$ cat config.mk
export PLATFORM = sky130hd
export DESIGN_NAME = sorted_set_insert_remove_flat
export DESIGN_NICKNAME = d
export VERILOG_FILES = /design/src/rtl/core/ssir_pkg.sv /design/src/rtl/core/ssir_if.sv /design/src/rtl/core/ssir_cell.sv /design/src/rtl/core/sorted_set_insert_remove.sv /design/src/flat_wrapper.sv
export VERILOG_INCLUDE_DIRS = /design/src /design/src/rtl/core
export SDC_FILE = /design/constraint.sdc
export NUM_CORES = 2
export LEC_CHECK = 0
export ABC_AREA = 1
export BUFFER_PORTS_ARGS = -buffer_cell sky130_fd_sc_hd__buf_4
export CORE_AREA = 5 5 276 278
export DETAILED_ROUTE_END_ITERATION = 10
export DIE_AREA = 0 0 281 283
export PLACE_DENSITY = 0.72
export SLEW_MARGIN = 20
export SYNTH_ARGS = -nofsm -noshare
export SYNTH_HDL_FRONTEND = slang
export SYNTH_SLANG_ARGS = --single-unit
$ cat constraint.sdc
create_clock -name clk -period 7.1 [get_ports clk]
set_clock_uncertainty 0.1 [all_clocks]
set_input_delay 1.775 -clock clk [delete_from_list [all_inputs] [get_ports clk]]
set_output_delay 1.775 -clock clk [all_outputs]
set_load 0.02 [all_outputs]
$ cat src/rtl/core/sorted_set_insert_remove_assert.svh
// ----------------------------------------------------------------------------
// Sorted set assertion macros
// Shorthand for the concurrent checks used in the sorted set RTL.
// ----------------------------------------------------------------------------
`ifndef SORTED_SET_INSERT_REMOVE_ASSERT_SVH
`define SORTED_SET_INSERT_REMOVE_ASSERT_SVH

// Same-cycle implication, disabled during reset.
`define SSIR_ASSERT_IMPL(lbl, ante, cons) \
  lbl: assert property (@(posedge clk) disable iff (!rst_n) (ante) |-> (cons)) \
    else $error("sorted set check failed");

// Next-cycle implication, disabled during reset.
`define SSIR_ASSERT_NEXT(lbl, ante, cons) \
  lbl: assert property (@(posedge clk) disable iff (!rst_n) (ante) |=> (cons)) \
    else $error("sorted set check failed");

`endif

$ cat src/rtl/core/ssir_pkg.sv
// ----------------------------------------------------------------------------
// Sorted set package
// Shared constants, codes and types of the sorted set block.
// ----------------------------------------------------------------------------
package ssir_pkg;

  localparam int CAPACITY_DEF = 16;
  localparam int KEY_BITS_DEF = 32;

  // Fixed widths of the channel fields.
  localparam int IN_KEY_W = 32;
  localparam int STATUS_W = 2;
  localparam int COUNT_W  = 5;

  localparam logic KIND_INSERT = 1'b0;
  localparam logic KIND_REMOVE = 1'b1;

  typedef enum logic [STATUS_W-1:0] {
    STATUS_DONE = 2'd0,
    STATUS_MISS = 2'd1,
    STATUS_FULL = 2'd2
  } status_t;

  // Per-cycle control broadcast to every cell of the chain.
  typedef struct packed {
    logic cmp_en;
    logic ins_en;
    logic rem_en;
  } cell_ctl_t;

endpackage

$ cat src/rtl/core/ssir_if.sv
// ----------------------------------------------------------------------------
// Sorted set channel interfaces
// Request channel (kind, key) and result channel (status, entry_count).
// ----------------------------------------------------------------------------
interface ssir_in_if;
  logic                          valid;
  logic                          ready;
  logic                          kind;
  logic [ssir_pkg::IN_KEY_W-1:0] key;

  modport source(output valid, kind, key, input ready);
  modport sink(input valid, kind, key, output ready);
endinterface

interface ssir_out_if;
  logic                          valid;
  logic                          ready;
  logic [ssir_pkg::STATUS_W-1:0] status;
  logic [ssir_pkg::COUNT_W-1:0]  entry_count;

  modport source(output valid, status, entry_count, input ready);
  modport sink(input valid, status, entry_count, output ready);
endinterface

$ cat src/rtl/core/ssir_cell.sv
// ----------------------------------------------------------------------------
// Sorted set cell
// Holds one key, compares it with the request key and shifts toward either
// neighbor on insert or remove.
// ----------------------------------------------------------------------------
module ssir_cell #(
  parameter int KEY_BITS = ssir_pkg::KEY_BITS_DEF
) (
  input  logic                clk,
  input  logic                rst_n,
  input  ssir_pkg::cell_ctl_t ctl,
  input  logic                occ,
  input  logic [KEY_BITS-1:0] cmp_key,
  input  logic [KEY_BITS-1:0] ins_key,
  input  logic                prev_lt,
  input  logic [KEY_BITS-1:0] prev_key,
  input  logic [KEY_BITS-1:0] next_key,
  output logic [KEY_BITS-1:0] key_r,
  output logic                lt_r,
  output logic                eq_r
);

  logic [KEY_BITS-1:0] key_nxt;

  // Cells below the insert point keep their key. The first cell at or above
  // it takes the new key, the rest take their left neighbor's key. A remove
  // pulls every cell from the matching one upward one place down.
  always_comb begin
    key_nxt = key_r;
    if (!lt_r) begin
      if (ctl.ins_en) begin
        key_nxt = prev_lt ? ins_key : prev_key;
      end else if (ctl.rem_en) begin
        key_nxt = next_key;
      end
    end
  end

  always_ff @(posedge clk) begin
    key_r <= key_nxt;
  end

  always_ff @(posedge clk) begin
    if (!rst_n) begin
      lt_r <= 1'b0;
      eq_r <= 1'b0;
    end else if (ctl.cmp_en) begin
      lt_r <= occ && (key_r < cmp_key);
      eq_r <= occ && (key_r == cmp_key);
    end
  end

endmodule

$ cat src/rtl/core/sorted_set_insert_remove.sv
// ----------------------------------------------------------------------------
// Sorted set with insert and remove
// Keeps up to CAPACITY distinct keys in ascending order in a chain of cells.
// ----------------------------------------------------------------------------
// For each request word, every cell's comparison of its key with the request
// key is registered when the word is accepted; then the chain shifts one
// place in one step and the result word is loaded into the output register.
// That commit waits while an earlier result word has not been taken, and a
// new request word is accepted as soon as the commit is done, not before.
// The chain needs no clearing after reset: only cells below the entry count
// are ever looked at.
`include "sorted_set_insert_remove_assert.svh"

module sorted_set_insert_remove #(
  parameter int CAPACITY = ssir_pkg::CAPACITY_DEF,
  parameter int KEY_BITS = ssir_pkg::KEY_BITS_DEF
) (
  input  logic      clk,
  input  logic      rst_n,
  ssir_in_if.sink   in_chan,
  ssir_out_if.source out_chan
);

  localparam int CNT_W = $clog2(CAPACITY + 1);

  logic [KEY_BITS-1:0]   req_key;
  logic [KEY_BITS-1:0]   key_r;
  logic                  kind_r;
  logic                  busy_r;
  logic                  busy_nxt;
  logic [CNT_W-1:0]      count_r;
  logic [CNT_W-1:0]      count_nxt;
  logic                  out_valid_r;
  logic                  out_valid_nxt;
  ssir_pkg::status_t     status_r;
  ssir_pkg::status_t     status_nxt;
  logic [KEY_BITS-1:0]   cell_key [CAPACITY];
  logic [CAPACITY-1:0]   lt_vec;
  logic [CAPACITY-1:0]   eq_vec;
  logic                  in_acc;
  logic                  commit;
  logic                  hit;
  logic                  full;
  logic                  do_ins;
  logic                  do_rem;
  ssir_pkg::cell_ctl_t   ctl;
  logic [ssir_pkg::COUNT_W+CNT_W-1:0] count_ext;

  // Keys narrower than the port are truncated, wider ones zero-extended.
  assign req_key = KEY_BITS'(in_chan.key);

  assign in_chan.ready = !busy_r;
  assign in_acc        = in_chan.valid && !busy_r;
  assign commit        = busy_r && (!out_valid_r || out_chan.ready);

  assign hit    = |eq_vec;
  assign full   = (count_r == CNT_W'(CAPACITY));
  assign do_ins = commit && (kind_r == ssir_pkg::KIND_INSERT) && !hit && !full;
  assign do_rem = commit && (kind_r == ssir_pkg::KIND_REMOVE) && hit;

  assign ctl.cmp_en = in_acc;
  assign ctl.ins_en = do_ins;
  assign ctl.rem_en = do_rem;

  for (genvar i = 0; i < CAPACITY; i++) begin : g_cell
    localparam logic [CNT_W-1:0] IDX = CNT_W'(i);
    logic                occ;
    logic                prev_lt;
    logic [KEY_BITS-1:0] prev_key;
    logic [KEY_BITS-1:0] next_key;

    assign occ = (IDX < count_r);

    if (i == 0) begin : g_head
      // Everything before the first cell counts as smaller than the key.
      assign prev_lt  = 1'b1;
      assign prev_key = cell_key[i];
    end else begin : g_body
      assign prev_lt  = lt_vec[i-1];
      assign prev_key = cell_key[i-1];
    end

    if (i == CAPACITY - 1) begin : g_tail
      assign next_key = cell_key[i];
    end else begin : g_inner
      assign next_key = cell_key[i+1];
    end

    ssir_cell #(
      .KEY_BITS(KEY_BITS)
    ) u_cell (
      .clk     (clk),
      .rst_n   (rst_n),
      .ctl     (ctl),
      .occ     (occ),
      .cmp_key (req_key),
      .ins_key (key_r),
      .prev_lt (prev_lt),
      .prev_key(prev_key),
      .next_key(next_key),
      .key_r   (cell_key[i]),
      .lt_r    (lt_vec[i]),
      .eq_r    (eq_vec[i])
    );
  end

  always_comb begin
    busy_nxt      = busy_r;
    count_nxt     = count_r;
    out_valid_nxt = out_valid_r;
    status_nxt    = status_r;
    if (out_valid_r && out_chan.ready) begin
      out_valid_nxt = 1'b0;
    end
    if (commit) begin
      busy_nxt      = 1'b0;
      out_valid_nxt = 1'b1;
      if (kind_r == ssir_pkg::KIND_INSERT) begin
        priority if (hit) begin
          status_nxt = ssir_pkg::STATUS_MISS;
        end else if (full) begin
          status_nxt = ssir_pkg::STATUS_FULL;
        end else begin
          status_nxt = ssir_pkg::STATUS_DONE;
          count_nxt  = count_r + CNT_W'(1);
        end
      end else begin
        if (hit) begin
          status_nxt = ssir_pkg::STATUS_DONE;
          count_nxt  = count_r - CNT_W'(1);
        end else begin
          status_nxt = ssir_pkg::STATUS_MISS;
        end
      end
    end
    if (in_acc) begin
      busy_nxt = 1'b1;
    end
  end

  always_ff @(posedge clk) begin
    if (!rst_n) begin
      busy_r      <= 1'b0;
      count_r     <= '0;
      out_valid_r <= 1'b0;
      status_r    <= ssir_pkg::STATUS_DONE;
    end else begin
      busy_r      <= busy_nxt;
      count_r     <= count_nxt;
      out_valid_r <= out_valid_nxt;
      status_r    <= status_nxt;
    end
  end

  always_ff @(posedge clk) begin
    if (in_acc) begin
      key_r  <= req_key;
      kind_r <= in_chan.kind;
    end
  end

  // The reported count is the low bits of the held count.
  assign count_ext = {{ssir_pkg::COUNT_W{1'b0}}, count_r};

  assign out_chan.valid       = out_valid_r;
  assign out_chan.status      = status_r;
  assign out_chan.entry_count = count_ext[ssir_pkg::COUNT_W-1:0];

  `SSIR_ASSERT_IMPL(a_count_bound, 1'b1, count_r <= CNT_W'(CAPACITY))
  `SSIR_ASSERT_IMPL(a_keys_sorted, busy_r, (lt_vec & (lt_vec + CAPACITY'(1))) == '0)
  `SSIR_ASSERT_IMPL(a_keys_distinct, busy_r, $onehot0(eq_vec))
  `SSIR_ASSERT_NEXT(a_insert_count, do_ins, count_r == $past(count_r) + CNT_W'(1))
  `SSIR_ASSERT_NEXT(a_remove_count, do_rem, count_r == $past(count_r) - CNT_W'(1))

endmodule

$ cat src/flat_wrapper.sv
// flat-port wrapper written by rule: the top's interface ports become plain ports
module sorted_set_insert_remove_flat 
#(
  parameter int CAPACITY = ssir_pkg::CAPACITY_DEF,
  parameter int KEY_BITS = ssir_pkg::KEY_BITS_DEF
)
  (clk, rst_n, in_chan_valid, in_chan_kind, in_chan_key, in_chan_ready, out_chan_valid, out_chan_status, out_chan_entry_count, out_chan_ready);
  ssir_in_if in_chan_i ();
  ssir_out_if out_chan_i ();
  input  logic clk;
  input  logic rst_n;
  input wire logic [$bits(in_chan_i.valid)-1:0] in_chan_valid;
  input wire logic [$bits(in_chan_i.kind)-1:0] in_chan_kind;
  input wire logic [$bits(in_chan_i.key)-1:0] in_chan_key;
  output wire logic [$bits(in_chan_i.ready)-1:0] in_chan_ready;
  output wire logic [$bits(out_chan_i.valid)-1:0] out_chan_valid;
  output wire logic [$bits(out_chan_i.status)-1:0] out_chan_status;
  output wire logic [$bits(out_chan_i.entry_count)-1:0] out_chan_entry_count;
  input wire logic [$bits(out_chan_i.ready)-1:0] out_chan_ready;
  assign in_chan_i.valid = in_chan_valid;
  assign in_chan_i.kind = in_chan_kind;
  assign in_chan_i.key = in_chan_key;
  assign in_chan_ready = in_chan_i.ready;
  assign out_chan_valid = out_chan_i.valid;
  assign out_chan_status = out_chan_i.status;
  assign out_chan_entry_count = out_chan_i.entry_count;
  assign out_chan_i.ready = out_chan_ready;
  sorted_set_insert_remove #(.CAPACITY(CAPACITY), .KEY_BITS(KEY_BITS)) u_core (.clk(clk), .rst_n(rst_n), .in_chan(in_chan_i), .out_chan(out_chan_i));
endmodule
==> impl_metrics.yaml <==
logic_synthesis:
  synth_top_cell_by_area: "edfxtp_1"
  ys_seq_elements: 586
  synth-main-ff-cell: "edfxtp_1"
  yosysMostFrequentCell: "nand2_1"
  synthTopCellsByArea: "edfxtp_1, ha_1, mux2i_1, nand2_1, o21ai_1"
  synth.avg_cell_area_um2: 9.39
  synth_nets: 4870
  synth_common_cells: "nand2_1, edfxtp_1, ha_1"
  synth.top_cell.area_share: 0.404
  synth-edff-count: 545
  yosysSeqAreaShare: 0.424
  async_flop_share: 0
  ys_warn_count: 0
  syn-cell-area_um2: 40500
  syn_inst: 4317
  netlist-cell-type-count: 39
global_route:
  antenna_found_initial: 3
  grt_first_pass_wirelength_um: 187000
  grt.total_usage: 0.303
  grt_pass1_vias: 31800
  grt_max_degree: 270
  grt_overflow: 0
clock_tree:
  post_cts_buffers: 0
  cts_tree: "yes"
  max-clock-path-buffers: 3
  clock_latency_ns: 0.62
  root_buffer: "clkbuf_16"
  hold_buffers: 0
  h-tree-depth: 3
  cts_resized: 0
  clk_pin_slew_worst_paths_ns: 0.06
  cts_made_buffers: 71
  cts_sinks: 586
power:
  p_int_mw: 6.78
  power_density_nw_per_um2: 219
  ir_worst_vdd_mv: 0.321
  p_sw_mw: 2.80
  p_comb_frac: 0.160
  p_leak_nw: 18.0
  clkPwrFrac: 0.388
  power_frac_seq: 0.452
  switching_share: 0.292
placed_design:
  port_buffers: 45
  hpwl_um: 85100
  placed_cells: 5162
  gp_congestion: 0.941
finish:
  fin_nets: 4820
  syn2layout_area_growth_pct: 7.95
  diodes: 0
  drive_above_1_share: 0.0632
  final_cells: 5290
detailed_routing:
  vias: 32900
  routed-wl-met3_um: 11100
  via_per_inst: 6.23
  wl_met1_um: 49900
  dr.pass1.iters: 6
  ant_nets: 0
  wl_per_cell_um: 23.6
  remaining_drc_errors: 0
  wl_met2_um: 57200
  drt_iter0_drc: 3536
  drt-total-wl_um: 125000
  highest-signal-layer: "met5"
timing:
  timing_hold_violations_final: 0
  slew_headroom: 0.117
  worst_slew_pin_slew_ns: 1.32
  setup-tns-final_ns: 0
  fin_crit_ns: 4.71
  setup_viol: 0
  rsz0062_at_grt: "false"
  finalCritPeriodShare: 0.663
  max_freq_mhz: 212
  slew_violations: 0
setup_path:
  crit_path_max_incr_delay_ns: 0.90
  cp.arrival_ns: 5.06
  path_cells: "buf_4, inv_2, nand2_2, nand2_1, nor2_1, nand3_2, clkinv_2, nand2_8, buf_4, buf_4, nand2_1, o21ai_1"
  crit_buf_inv: 5
  cp_max_fo: 109
  crit_required_ns: 7.45
  cpMostUsedCell: "buf_4"
  cp_slowest_cell: "buf_4"
  start_kind: "primary input"
  crit_family: "buffers and inverters"
  crit_path_end_kind: "register"
  crit_type: "primary input to register"
floorplan:
  coreArea_um2: 73700
  boundaryPins: 46
  die_area_um2: 79500
  die_h_um: 283
  die_w_um: 281
  row_count: 100
  initial_core_util: 0.550
worst_hold_path:
  hp-class: "register to register"
status:
  status: "finished, final reports clean"
run:
  maxCapViolCount: 0
[state kept, by name (all words and copies together) (netlist names)]
name                         cells
u_core.g_cell.u_cell.key_r     512
u_core.key_r                    32
u_core.g_cell.u_cell.eq_r       16
u_core.g_cell.u_cell.lt_r       16
u_core.out_chan.entry_count      5
u_core.out_chan.status           2
u_core.busy_r                    1
u_core.kind_r                    1
u_core.out_chan.valid            1
[cells in the final DEF (no fill, tap or decap), types with 18 or more instances in the layout]
cell,netlist,layout
a21oi_1,239,239
buf_4,14,90
clkbuf_16,0,76
dfxtp_1,41,26
edfxtp_1,545,545
ha_1,516,516
inv_1,212,211
mux2_2,31,31
mux2i_1,434,434
nand2_1,1141,1141
nand3_1,95,95
nand4_1,55,55
nor2_1,190,173
nor2_4,1,18
nor3_1,28,28
o21ai_0,50,50
o21ai_1,448,448
[worst min-delay path: stages, from the launching register on]
cell and delay [ns]:
dfxtp_1 0.31, nand2_1 0.06, a21oi_1 0.06
[path summary, 6_finish.rpt]
path | slack (ns) | end | from | cells past startpoint
min | 0.37 | u_core.g_cell[0].u_cell.eq_r | u_core.g_cell[0].u_cell.eq_r | 2
max | 2.39 | u_core.g_cell[2].u_cell.key_r[13] | out_chan_ready | 12
min reg2reg | 0.37 | u_core.g_cell[0].u_cell.eq_r | u_core.g_cell[0].u_cell.eq_r | 2
max reg2reg | 2.71 | u_core.g_cell[2].u_cell.key_r[13] | u_core.out_chan.entry_count[4] | 6
[layer usage]
layer	up-vias	GRT usage
met4	6	0.138
li1	15200	-
met1	15800	0.402
met5	-	0
met3	357	0.0544
met2	1573	0.486
[power by group through the flow]
stage                     registers (mW)  logic [mW]  clock network [mW]
after floorplan                     4.25        1.09                   0
after global placement              4.39        1.43                   0
after detailed placement            4.39        1.49                   0
after CTS                           4.32        1.50                3.74
after global routing                4.34        1.71                3.88
final                               4.33        1.53                3.72
[metrics by stage]
stage / hold WS, ns / instance area [um2] / power (mW) / worst slack (ns) / utilization
floorplan: 0.344 / 40500 / 5.35 / 2.49 / -
global placement: 0.351 / 41400 / 5.82 / 2.00 / 0.562
detailed placement: 0.357 / 41400 / 5.88 / 1.87 / 0.562
CTS: 0.367 / 43700 / 9.56 / 2.52 / 0.594
global route: 0.390 / 43800 / 9.93 / 2.18 / 0.594
finish: 0.368 / 43800 / 9.57 / 2.39 / 0.594
[cells by family after synthesis]
family | after synthesis | synth area share
and+or+nand+nor | 1541 | 0.153
AOI/OAI and AO/OA | 773 | 0.0977
DFF | 586 | 0.424
adders and majority gates | 516 | 0.159
muxes | 465 | 0.116
buffers and inverters | 431 | 0.0499
xor gates and xnor gates | 5 | 0.00108
[cell type report]
class / instances / area, um2
multi-input cells: 3300 / 21500
fillers: 6367 / 29900
flip-flops and latches: 586 / 17200
well taps: 969 / 1210
clock inverters: 39 / 364
clock buffers: 88 / 1960
repair buffers: 93 / 743
inverters: 215 / 808
Note: power is estimated with default switching activity, not from simulation.
